$ cat config.mk
export PLATFORM = sky130hd
export DESIGN_NAME = mos_cell
export DESIGN_NICKNAME = d
export VERILOG_FILES = /design/src/rtl/median_of_sample_set_assert.svh /design/src/rtl/mos_pkg.sv /design/src/rtl/mos_cell.sv
export SDC_FILE = /design/constraint.sdc
export NUM_CORES = 1
export LEC_CHECK = 0
export ABC_CLOCK_PERIOD_IN_PS = 5800
export BUFFER_PORTS_ARGS = -buffer_cell sky130_fd_sc_hd__buf_2
export CAP_MARGIN = 20
export CORE_UTILIZATION = 49
export CTS_CLUSTER_DIAMETER = 120
export CTS_CLUSTER_SIZE = 40
export DETAILED_ROUTE_END_ITERATION = 8
export PLACE_DENSITY_LB_ADDON = 0.3
export SYNTH_ARGS = -nofsm -noshare
export SYNTH_HDL_FRONTEND = slang
export SYNTH_SLANG_ARGS = --single-unit
$ cat constraint.sdc
create_clock -name i_clk -period 5.8 [get_ports i_clk]
set_input_delay 0.58 -clock i_clk [delete_from_list [all_inputs] [get_ports i_clk]]
set_output_delay 0.58 -clock i_clk [all_outputs]
set_load 0.01 [all_outputs]
$ cat src/rtl/median_of_sample_set_assert.svh
// ----------------------------------------------------------------------------
// median_of_sample_set_assert.svh
// Assertion macros for the median block; empty under synthesis.
// ----------------------------------------------------------------------------
`ifndef MEDIAN_OF_SAMPLE_SET_ASSERT_SVH
`define MEDIAN_OF_SAMPLE_SET_ASSERT_SVH

`ifndef SYNTHESIS
// same-cycle implication
`define MOS_ASSERT_IMPL(lbl, clk, rstn, ante, cons) \
    lbl: assert property (@(posedge clk) disable iff (!(rstn)) (ante) |-> (cons)) \
        else $error("median_of_sample_set: assertion failed");
// next-cycle implication
`define MOS_ASSERT_NEXT(lbl, clk, rstn, ante, cons) \
    lbl: assert property (@(posedge clk) disable iff (!(rstn)) (ante) |=> (cons)) \
        else $error("median_of_sample_set: assertion failed");
`else
`define MOS_ASSERT_IMPL(lbl, clk, rstn, ante, cons)
`define MOS_ASSERT_NEXT(lbl, clk, rstn, ante, cons)
`endif

`endif

$ cat src/rtl/mos_pkg.sv
// ----------------------------------------------------------------------------
// mos_pkg
// Shared types and constants for the median-of-sample-set block.
// ----------------------------------------------------------------------------
package mos_pkg;

    localparam int SAMPLE_W        = 32;
    localparam int MAX_SAMPLES_DEF = 64;

    typedef enum logic {
        ST_COLLECT,
        ST_READ
    } t_state;

    // per-cycle command broadcast to every cell
    typedef struct packed {
        logic ins;    // insert the current sample
        logic shift;  // take the right neighbour's value
    } t_cell_ctrl;

endpackage

$ cat src/rtl/mos_cell.sv
// ----------------------------------------------------------------------------
// mos_cell
// One slot of the sorting chain: holds a sample, compares, shifts.
// ----------------------------------------------------------------------------
module mos_cell
    import mos_pkg::*;
(
    input  logic                       i_clk,
    input  t_cell_ctrl                 i_ctrl,
    input  logic signed [SAMPLE_W-1:0] i_sample,
    input  logic                       i_occupied,
    input  logic signed [SAMPLE_W-1:0] i_left_value,
    input  logic                       i_left_gt,
    input  logic signed [SAMPLE_W-1:0] i_right_value,
    output logic signed [SAMPLE_W-1:0] o_value,
    output logic                       o_gt
);

    logic signed [SAMPLE_W-1:0] r_value;
    logic signed [SAMPLE_W-1:0] n_value;

    // empty slot counts as greater: it is where the sample lands
    assign o_gt = !i_occupied || (r_value > i_sample);

    always_comb begin
        n_value = r_value;
        if (i_ctrl.shift) begin
            n_value = i_right_value;
        end else if (i_ctrl.ins && o_gt) begin
            n_value = i_left_gt ? i_left_value : i_sample;
        end
    end

    always_ff @(posedge i_clk) begin
        r_value <= n_value;
    end

    assign o_value = r_value;

endmodule

==> reports/qor_table.md, run 1 <==
| Metric | Reported | Unit |
|---|---|---|
| Max Transition Viols Final | 0 | - |
| Via Count | 2253 | - |
| Number of cells in the finished layout apart from fillers | 457 | - |
| Post-placement cell count | 449 | - |
| Final setup violation count | 0 | - |
| Worst Setup End Kind | flip-flop | - |
| Core Box Area | 4790 | um2 |
| Highest layer used for signal routing | met4 | - |
| Clock Tree Buf Depth | 2 | - |
| Critical-path top delay cell | sky130_fd_sc_hd__o21ai_4 | - |
| Worst slew margin relative to its limit | 30.8 | % |
| Remaining design rule violation count | 0 | - |
| Clock latency on the worst-skew pair | 280 | ps |
| Max incr delay on CP | 820 | ps |
| Final hold violations | 0 | - |
| Leading register cell type out of synthesis | sky130_fd_sc_hd__edfxtp_1 | - |
| Adder-cell share of the synthesized area | 16.2 | % |
| Chain of cells forming the critical path | buf_2, inv_1, ha_1, nand4_2, nor4_2, a211oi_1, o211a_1, o21ai_4 | - |
| Met2 WL post-DR | 2.85 | mm |
| Min-Delay Path Class | in2reg | - |
| Number of levels the H-tree was split into | 2 | - |
| Family of cells with the greatest summed delay on the critical path | compound AO/OA/AOI/OAI gates | - |
| Combinational family with the most area after synthesis | adder cells | - |
| Critical path depth | 8 | - |
| Mean cell area of the mapped netlist | 9.52 | um2 |
| Type of the worst setup path | in2reg | - |
| Category of the worst setup path launch point | primary input | - |
| Number of search-and-repair iterations in the first detailed-routing pass | 4 | - |
| Initial core utilization | 51.7 | % |
| Sequential cell area fraction in the yosys report | 38.8 | % |
| Data arrival time of the worst path | 2760 | ps |
| Slack of the worst reg-to-reg path | 2950 | ps |
| Hold depth | 3 | - |
| Die Span X | 73.1 | um |
| Height of the die | 73.1 | um |
| Largest net degree at the start of global routing | 66 | - |
| Number of I/O pins | 134 | - |
| Max Cap Violations | 0 | - |
| Post-synthesis share of cell area spent on xor and xnor gates | 0 | % |
| CTS tree | built | - |
| Crit path launch | i_sample[14] | - |
| Antenna-violating nets left | 0 | - |
| # resized after CTS | 0 | - |
| Final global-route overflow total | 0 | - |
| End point of the most critical hold path | o_value[29] | - |
| Most used standard cell by instance count after synthesis | sky130_fd_sc_hd__nand2_1 | - |
| Diode count | 0 | - |
| Final #Nets | 522 | - |
| Total detailed-routing wirelength | 5.82 | mm |
| Number of flip-flops under the largest register name | 32 | - |
| Syn nets | 393 | - |
| Cells after synthesis | 260 | - |
| Share of the clock period used by the worst path | 49.2 | % |
| Number of filler cells placed in the layout | 409 | - |
| Most frequent cells after synthesis | 38 x sky130_fd_sc_hd__nand2_1, 35 x sky130_fd_sc_hd__inv_1, 35 x sky130_fd_sc_hd__o21ai_0 | - |
| Wire length of the first global-routing pass | 9.36 | mm |
| Iter 0 DRT Violations | 135 | - |
| Die Outline Area | 5340 | um2 |
| Global-route usage over all layers | 22.9 | % |
| Leakage power | 0.00175 | uW |
| Worst-path clk slew | 70 | ps |
| Antenna violations before repair | 0 | - |
| Top cells by area, synth | sky130_fd_sc_hd__edfxtp_1 39%, sky130_fd_sc_hd__ha_1 16%, sky130_fd_sc_hd__mux2i_1 13%, sky130_fd_sc_hd__o21ai_0 7.1%, sky130_fd_sc_hd__nand2_1 5.8% | - |
| Largest area contributor in the synthesized netlist | sky130_fd_sc_hd__edfxtp_1 | - |
| Reg-to-reg startpoint | o_value[14] | - |
| Root Buffer | sky130_fd_sc_hd__clkbuf_8 | - |
| Average routed wire per standard cell | 12.7 | um |
| Clock tree sinks | 32 | - |
| Worst Hold Launch | i_right_value[29] | - |
| Proportion of layout cells with a drive suffix above 1 | 36.7 | % |
| Buffer and inverter count on the worst path | 2 | - |
| Number of global-route vias before repair | 2180 | - |
| Post-cts hold buffer count | 0 | - |
| Count of distinct cell types in the synthesized netlist | 25 | - |
| Post-route setup TNS | 0 | ps |
| Number of synthesis warnings | 0 | - |
| Maximum frequency from static timing analysis | 350 | MHz |
| Ratio of routed vias to standard cells | 4.93 | - |
| Hpwl dp | 4.53 | mm |
| RSZ-0062 raised after global routing | no | - |
| Total length of routed met3 wires | 350 | um |
| Final estimated routing congestion in global placement | 0.778 | - |
| Share of flip-flops with an asynchronous set or reset after synthesis | 0 | % |
| Count of port buffers added during placement | 133 | - |
| Depth of the most critical reg-to-reg path | 6 | - |
| Fraction of the mapped netlist area in compound gates | 14.2 | % |
| Time the worst path needs with I/O delays and setup | 2850 | ps |
| Share of synthesized cell area in and, or, nand and nor gates | 10.7 | % |
| EDFF count, synth | 32 | - |
| Multiplexer fraction of the synthesized cell area | 12.9 | % |
| CTS Buf Count | 5 | - |
| Final worst clock skew | 2.82 | ps |
| Max IR drop VDD | 0.144 | mV |
| Top fanout value on the critical path | 32 | - |
| Worst-margin pin slew | 1030 | ps |
| Status | complete, no violations | - |
| Standard-cell rows | 25 | - |
| Data required time of the critical path | 5700 | ps |
| Areal power density over the cells | 210 | nW/um2 |
| Area growth from synthesis to final layout | 32.2 | % |
| # Post-CTS Setup Buffers | 0 | - |
| Endpoint of the lowest-slack register-to-register path | o_value[3] | - |
| Yosys top cell area share | 38.8 | % |
| Post-Syn Area | 2470 | um2 |
| Count of state elements after synthesis | 32 | - |
| Met1 WL | 2.54 | mm |
-- area by class of cell --
| cell class | count | area (um2) | share of cell area (%) |
|---|---|---|---|
| clock buffers | 7 | 76.3 | 2.33 |
| clock inverters | 1 | 3.75 | 0.115 |
| inverters | 35 | 131 | 4.02 |
| multi-input cells | 182 | 1350 | 41.2 |
| flip-flops and latches | 32 | 961 | 29.4 |
| well taps | 67 | 83.8 | 2.56 |
| repair buffers | 133 | 666 | 20.4 |
-- report_power, final --
| group | switching (uW) | total, uW | internal (uW) | leakage [uW] |
|---|---|---|---|---|
| clock | 81.2 | 165 | 83.5 | 0.0000399 |
| combinational | 118 | 217 | 98.9 | 0.00138 |
| sequential | 14.8 | 306 | 292 | 0.000332 |
| total | 214 | 688 | 474 | 0.00175 |
-- cells by family after synthesis --
family,Yosys count
simple gates,56
mux,32
compound gates,62
fa+ha+maj,32
flops,32
buf+inv,46
-- worst max path at each step --
stage | end | slack [ps]
final | o_value[3] | 2950
after global routing | o_value[21] | 2750
after CTS | o_value[22] | 2900
after detailed placement | o_value[23] | 2610
after global placement | o_value[25] | 2720
after floorplan | o_value[0] | 2230
-- placed cells by master, fill, tap and decap left out, types with 3 or more instances in the layout --
cell	instances
sky130_fd_sc_hd__ha_1	32
sky130_fd_sc_hd__nand2_1	38
sky130_fd_sc_hd__inv_1	35
sky130_fd_sc_hd__a21o_1	3
sky130_fd_sc_hd__o21ai_0	35
sky130_fd_sc_hd__nand4_1	5
sky130_fd_sc_hd__mux2i_1	32
sky130_fd_sc_hd__nand3_1	5
sky130_fd_sc_hd__edfxtp_1	32
sky130_fd_sc_hd__buf_2	133
sky130_fd_sc_hd__a21oi_1	14
sky130_fd_sc_hd__clkbuf_8	5
-- worst reg2reg max path, cell delays in order (launching register included) --
cell	delay (ps)
sky130_fd_sc_hd__edfxtp_1	400
sky130_fd_sc_hd__ha_1	320
sky130_fd_sc_hd__nand4_2	150
sky130_fd_sc_hd__nor4_2	330
sky130_fd_sc_hd__a211oi_1	130
sky130_fd_sc_hd__o211a_1	280
sky130_fd_sc_hd__o21ai_4	820
-- routing by layer --
metal | vias up | global-route usage (%)
met4 | 0 | 7.41
li1 | 1188 | -
met2 | 80 | 38.9
met3 | 9 | 6.49
met5 | - | 0
met1 | 976 | 28.0
-- per-stage QoR --
stage               area (um2)  util (%)  setup WS (ps)  total power [uW]  hold slack, ps
finish                    3270      68.3           2950               688             572
detailed placement        3190      66.7           2610               529             858
CTS                       3270      68.3           2900               693             567
floorplan                 2470         -           2230               434             767
global placement          3190      66.7           2720               521             856
global route              3270      68.3           2750               732             584
No activity file was read; power rests on OpenSTA's default activity.
==> run 2, diff against run 1 <==
--- a/config.mk
+++ b/config.mk
@@ -5,10 +5,10 @@
 export SDC_FILE = /design/constraint.sdc
 export NUM_CORES = 1
 export LEC_CHECK = 0
-export ABC_CLOCK_PERIOD_IN_PS = 5800
+export ABC_CLOCK_PERIOD_IN_PS = 3000
 export BUFFER_PORTS_ARGS = -buffer_cell sky130_fd_sc_hd__buf_2
 export CAP_MARGIN = 20
-export CORE_UTILIZATION = 49
+export CORE_UTILIZATION = 45
 export CTS_CLUSTER_DIAMETER = 120
 export CTS_CLUSTER_SIZE = 40
 export DETAILED_ROUTE_END_ITERATION = 8
==> constraint.sdc (replaced) <==
create_clock -name i_clk -period 3 [get_ports i_clk]
set_input_delay 0.3 -clock i_clk [delete_from_list [all_inputs] [get_ports i_clk]]
set_output_delay 0.3 -clock i_clk [all_outputs]
set_load 0.01 [all_outputs]
==> run 2 against run 1 <==
  * Die area increased by 8.6%
  * Clock power is 86% higher
  * Cell area is 0.88% higher
  * Final cell count increased by 0.88%
  * First-iteration DRC count down 69%
  * Count of clock-buffer cells in the layout shrank 1
  * Sequential power up 93%
  * Combinational power is 93% higher
  * Non-clock buffer count rose by 2
==> reports/qor_table.md, run 2 (same netlist as run 1, synthesis figures left out) <==
| Metric | Reported | Unit |
|---|---|---|
| Status | complete, no violations | - |
| Via Count | 2301 | - |
| Standard-cell rows | 26 | - |
| Wire length of the first global-routing pass | 9.65 | mm |
| Diode count | 0 | - |
| Max Cap Violations | 0 | - |
| Final global-route overflow total | 0 | - |
| Post-cts hold buffer count | 0 | - |
| Min-Delay Path Class | in2reg | - |
| Number of I/O pins | 134 | - |
| Die Span X | 76.2 | um |
| Chain of cells forming the critical path | ha_1, nand4_2, nor4_2, a211oi_1, o211a_1, o21ai_1, buf_2 | - |
| CTS Buf Count | 5 | - |
| Family of cells with the greatest summed delay on the critical path | compound AO/OA/AOI/OAI gates | - |
| Hpwl dp | 4.67 | mm |
| Final estimated routing congestion in global placement | 0.768 | - |
| Type of the worst setup path | reg2out | - |
| Max IR drop VDD | 0.256 | mV |
| CTS tree | built | - |
| Ratio of routed vias to standard cells | 4.99 | - |
| Fin worst setup slack | 500 | ps |
| Leakage power | 0.00177 | uW |
| Max Transition Viols Final | 0 | - |
| Worst slew margin relative to its limit | 35.3 | % |
| Worst-margin pin slew | 970 | ps |
| Post-placement cell count | 454 | - |
| Data required time of the critical path | 2700 | ps |
| Die Outline Area | 5800 | um2 |
| Final worst clock skew | 3.30 | ps |
| Worst-case setup slack after placement | 590 | ps |
| Post-route setup TNS | 0 | ps |
| Cell area after placement | 3220 | um2 |
| Leading cell types in the layout, fill and taps excluded | 133 x sky130_fd_sc_hd__buf_2, 38 x sky130_fd_sc_hd__nand2_1, 35 x sky130_fd_sc_hd__inv_1, 35 x sky130_fd_sc_hd__o21ai_0 | - |
| Number of flip-flops under the largest register name | 32 | - |
| Total length of routed met3 wires | 326 | um |
| RSZ-0062 raised after global routing | no | - |
| Critical-path top delay cell | sky130_fd_sc_hd__edfxtp_1 | - |
| Final Instance Area | 3300 | um2 |
| Antenna violations before repair | 0 | - |
| Top fanout value on the critical path | 3 | - |
| Data arrival time of the worst path | 2200 | ps |
| Commonest non-fill, non-tap cell in the layout | sky130_fd_sc_hd__buf_2 | - |
| Clock latency on the worst-skew pair | 280 | ps |
| Worst Setup End Kind | output pin | - |
| Post-Route Utilization | 63.4 | % |
| Final hold violations | 0 | - |
| Total detailed-routing wirelength | 5.83 | mm |
| Maximum frequency from static timing analysis | 400 | MHz |
| Initial core utilization | 47.5 | % |
| Met1 WL | 2.50 | mm |
| Iter 0 DRT Violations | 42 | - |
| Number of search-and-repair iterations in the first detailed-routing pass | 4 | - |
| Global-route usage over all layers | 20.7 | % |
| Category of the worst setup path launch point | flip-flop | - |
| Share of the clock period used by the worst path | 83.3 | % |
| Number of cells in the finished layout apart from fillers | 461 | - |
| Antenna-violating nets left | 0 | - |
| Final #Nets | 524 | - |
| Met2 WL post-DR | 2.87 | mm |
| Root Buffer | sky130_fd_sc_hd__clkbuf_8 | - |
| # Post-CTS Setup Buffers | 0 | - |
| Number of global-route vias before repair | 2265 | - |
| Final setup violation count | 0 | - |
| Highest layer used for signal routing | met4 | - |
| Number of levels the H-tree was split into | 2 | - |
| Count of port buffers added during placement | 133 | - |
| Clock tree sinks | 32 | - |
| Average routed wire per standard cell | 12.6 | um |
| # resized after CTS | 0 | - |
| Area growth from synthesis to final layout | 33.3 | % |
| Clock Tree Buf Depth | 2 | - |
| Core Box Area | 5200 | um2 |
| Remaining design rule violation count | 0 | - |
| Max incr delay on CP | 410 | ps |
| Height of the die | 76.2 | um |
| Areal power density over the cells | 400 | nW/um2 |
| Proportion of layout cells with a drive suffix above 1 | 37.3 | % |
| Buffer and inverter count on the worst path | 1 | - |
| Worst-path clk slew | 60 | ps |
| Largest net degree at the start of global routing | 41 | - |
| Time the worst path needs with I/O delays and setup | 2500 | ps |
==> run 2: cell types whose count changed in the layout (fill, tap and decap cells not counted) <==
| cell | change |
|---|---|
| sky130_fd_sc_hd__buf_4 | +1 |
| sky130_fd_sc_hd__clkinv_2 | +1 |
| sky130_fd_sc_hd__clkinv_1 | -1 |
| sky130_fd_sc_hd__buf_12 | +1 |
| sky130_fd_sc_hd__clkbuf_1 | -1 |
==> run 2: final timing paths <==
kind,slack (ps),to,cells after the start,start
setup reg to reg,640,o_value[29],7,o_value[14]
hold reg to reg,1290,o_value[14],5,o_value[30]
hold / removal,300,o_value[28],3,i_right_value[28]
setup / recovery,500,o_gt,7,o_value[14]
==> run 2: report_power, final <==
part / internal, uW / switching [uW]
Clock: 157 / 150
Sequential: 563 / 29.3
Combinational: 195 / 224
==> run 2: through the flow <==
step | hold WS, ps | total power, uW
finish | 298 | 1320
floorplan | 487 | 840
detailed placement | 584 | 1020
global placement | 578 | 1010
global route | 306 | 1410
CTS | 285 | 1340
==> run 2: worst min-delay path, delay by kind of cell <==
kind / cells / cell delay [ps]
buffers and inverters: 1 / 80
AOI/OAI and AO/OA: 1 / 50
and+or+nand+nor: 1 / 40
==> run 2: layout make-up <==
cell class	instances	area (um2)
Fill cell	462	1910
Multi-Input combinational cell	182	1350
Sequential cell	32	961
Timing Repair Buffer	135	693
Inverter	35	131
Tap cell	70	87.6
Clock buffer	6	72.6
Clock inverter	1	5.00
==> run 2: layer usage <==
| metal | up-vias | track usage (%) |
|---|---|---|
| met3 | 11 | 5.39 |
| li1 | 1189 | - |
| met5 | - | 0 |
| met2 | 79 | 36.4 |
| met1 | 1022 | 24.2 |
| met4 | 0 | 7.50 |
==> run 3, diff against run 2 <==
--- a/config.mk
+++ b/config.mk
@@ -5,7 +5,7 @@
 export SDC_FILE = /design/constraint.sdc
 export NUM_CORES = 1
 export LEC_CHECK = 0
-export ABC_CLOCK_PERIOD_IN_PS = 3000
+export ABC_CLOCK_PERIOD_IN_PS = 2400
 export BUFFER_PORTS_ARGS = -buffer_cell sky130_fd_sc_hd__buf_2
 export CAP_MARGIN = 20
 export CORE_UTILIZATION = 45
==> constraint.sdc (replaced) <==
create_clock -name i_clk -period 2.4 [get_ports i_clk]
set_input_delay 0.24 -clock i_clk [delete_from_list [all_inputs] [get_ports i_clk]]
set_output_delay 0.24 -clock i_clk [all_outputs]
set_load 0.01 [all_outputs]
==> run 3 against run 2 <==
  * Non-clock buffer count up 5
  * The run now ends with negative setup slack left
  * Worst setup slack worse by 520 ps
  * Highest routed layer unchanged
  * Count of clock-buffer cells in the layout unchanged
  * Sequential power up 25%
  * Final cell count up 1.3%
  * Utilization up 2.5 points
  * Critical path depth up 2
  * Cell area up 4.0%
  * Clock skew up 6.3 ps
  * Die area unchanged
==> reports/qor_table.md, run 3 (same netlist as run 1, synthesis figures left out) <==
| Metric | Reported | Unit |
|---|---|---|
| Status | finished, violations left | - |
| Violations in the final reports | negative setup slack | - |
| Family of cells with the greatest summed delay on the critical path | compound AO/OA/AOI/OAI gates | - |
| Clock latency on the worst-skew pair | 280 | ps |
| Average routed wire per standard cell | 12.8 | um |
| Switching power | 530 | uW |
| Commonest non-fill, non-tap cell in the layout | sky130_fd_sc_hd__buf_2 | - |
| Area growth from synthesis to final layout | 38.7 | % |
| Category of the worst setup path launch point | flip-flop | - |
| CTS tree | built | - |
| Gate power share | 33.7 | % |
| Final hold violations | 0 | - |
| Worst-case setup slack after placement | 131 | ps |
| Internal portion of total power | 1180 | uW |
| Final worst clock skew | 9.62 | ps |
| Max IR drop VDD | 0.320 | mV |
| Post-Route Utilization | 65.9 | % |
| Sequential Power Share | 43.4 | % |
| Type of the worst setup path | reg2reg | - |
| Data arrival time of the worst path | 2410 | ps |
| Number of filler cells placed in the layout | 427 | - |
| Worst Setup End Kind | flip-flop | - |
| Critical-path top delay cell | sky130_fd_sc_hd__edfxtp_1 | - |
| Maximum frequency from static timing analysis | 412 | MHz |
| Die Span X | 76.2 | um |
| Switching share of power | 31.0 | % |
| Proportion of layout cells with a drive suffix above 1 | 40.1 | % |
| Depth of the most critical reg-to-reg path | 9 | - |
| CTS Buf Count | 5 | - |
| Clock tree sinks | 32 | - |
| Via Count | 2322 | - |
| Final setup violation count | 25 | - |
| Max Transition Viols Final | 0 | - |
| Top fanout value on the critical path | 6 | - |
| Final global-route overflow total | 0 | - |
| Critical path depth | 9 | - |
| Leakage power | 0.00180 | uW |
| Worst-path clk slew | 70 | ps |
| Core Box Area | 5200 | um2 |
| Sequential cell area | 961 | um2 |
| Ratio of routed vias to standard cells | 4.97 | - |
| Antenna-violating nets left | 0 | - |
| Diode count | 0 | - |
| Height of the die | 76.2 | um |
| Number of levels the H-tree was split into | 2 | - |
| Final estimated routing congestion in global placement | 0.799 | - |
| Final Total Pwr | 1710 | uW |
| Total detailed-routing wirelength | 5.99 | mm |
| Count of port buffers added during placement | 133 | - |
| Die Outline Area | 5800 | um2 |
| Antenna violations before repair | 0 | - |
| Number of flip-flops under the largest register name | 32 | - |
| Global-route usage over all layers | 21.8 | % |
| Final #Nets | 529 | - |
| Data required time of the critical path | 2390 | ps |
| Wire length of the first global-routing pass | 10.3 | mm |
| Hold depth | 3 | - |
| Number of cells in the finished layout apart from fillers | 467 | - |
| Number of I/O pins | 134 | - |
| Met1 global-route usage | 26.5 | % |
| Number of search-and-repair iterations in the first detailed-routing pass | 4 | - |
| Worst slew margin relative to its limit | 61.8 | % |
| Min-Delay Path Class | in2reg | - |
| Post-cts hold buffer count | 0 | - |
| Iter 0 DRT Violations | 76 | - |
| Remaining design rule violation count | 0 | - |
| Met3 GRT Util | 5.03 | % |
| Layer carrying the most global-route usage | met2 | - |
| Initial core utilization | 47.5 | % |
| Time the worst path needs with I/O delays and setup | 2430 | ps |
| Clock Tree Buf Depth | 2 | - |
| Root Buffer | sky130_fd_sc_hd__clkbuf_8 | - |
| Fraction of met2 tracks used by global routing | 38.2 | % |
| Area of combinational cells with multiple inputs | 1430 | um2 |
| Buffer and inverter count on the worst path | 2 | - |
| Standard-cell rows | 26 | - |
| Areal power density over the cells | 497 | nW/um2 |
| Post-placement cell count | 457 | - |
| Share of the clock period used by the worst path | 101 | % |
| Hpwl dp | 4.83 | mm |
| Worst-margin pin slew | 573 | ps |
| Max incr delay on CP | 430 | ps |
| RSZ-0062 raised after global routing | yes | - |
| Max Cap Violations | 0 | - |
| Post-route setup TNS | -487 | ps |
| Fin worst setup slack | -25.1 | ps |
| Largest net degree at the start of global routing | 41 | - |
| Chain of cells forming the critical path | ha_4, a21o_1, nand3_2, a2111oi_4, a211oi_2, o211a_1, buf_6, o21ai_4, buf_4 | - |
| Part of the power in the clock network | 22.9 | % |
| Number of global-route vias before repair | 2416 | - |
| Leading cell types in the layout, fill and taps excluded | 133 x sky130_fd_sc_hd__buf_2, 38 x sky130_fd_sc_hd__nand2_1, 35 x sky130_fd_sc_hd__inv_1, 35 x sky130_fd_sc_hd__o21ai_0 | - |
run 3: cell type report:
cell class	instances	area share, %
multi-input cells	182	41.7
repair buffers	140	21.5
clock inverters	2	0.328
flip-flops and latches	32	28.0
inverters	35	3.83
well taps	70	2.55
clock buffers	6	2.11
run 3: timing repair:
item                                   CTS  global route
pin swaps                                3             1
resized for setup                        3             8
setup endpoints to repair                1            33
buffers inserted                         2             0
endpoints found under the hold margin    0             0
run 3: worst paths after layout:
check               startpoint          end  slack [ps]
max                 o_value[5]  o_value[20]         -30
min          i_right_value[30]  o_value[30]         240
max reg2reg         o_value[5]  o_value[20]         -30
min reg2reg        o_value[31]  o_value[17]        1230
run 3: tightest hold or removal path, cell delays in order:
cell and delay (ps):
sky130_fd_sc_hd__buf_2 70, sky130_fd_sc_hd__nand2_1 40, sky130_fd_sc_hd__o21ai_0 50
run 3: power groups by stage:
stage	combinational [uW]	sequential [uW]	clock (uW)
global route	651	750	423
global placement	526	745	0
finish	576	741	391
detailed placement	539	750	0
floorplan	269	783	0
CTS	558	740	405
run 3: stage by stage:
stage / instance area [um2] / hold slack, ps
2_1_floorplan: 2490 / 427
3_3_place_gp: 3240 / 519
3_5_place_dp: 3240 / 523
4_1_cts: 3370 / 226
5_1_grt: 3430 / 237
6_report: 3430 / 235
run 3: routing by layer:
metal  up-vias  part of all wire (%)
met4         0                   1.0
li1       1205                     -
met5         -                     0
met2        81                    50
met3         6                   5.7
met1      1030                    43
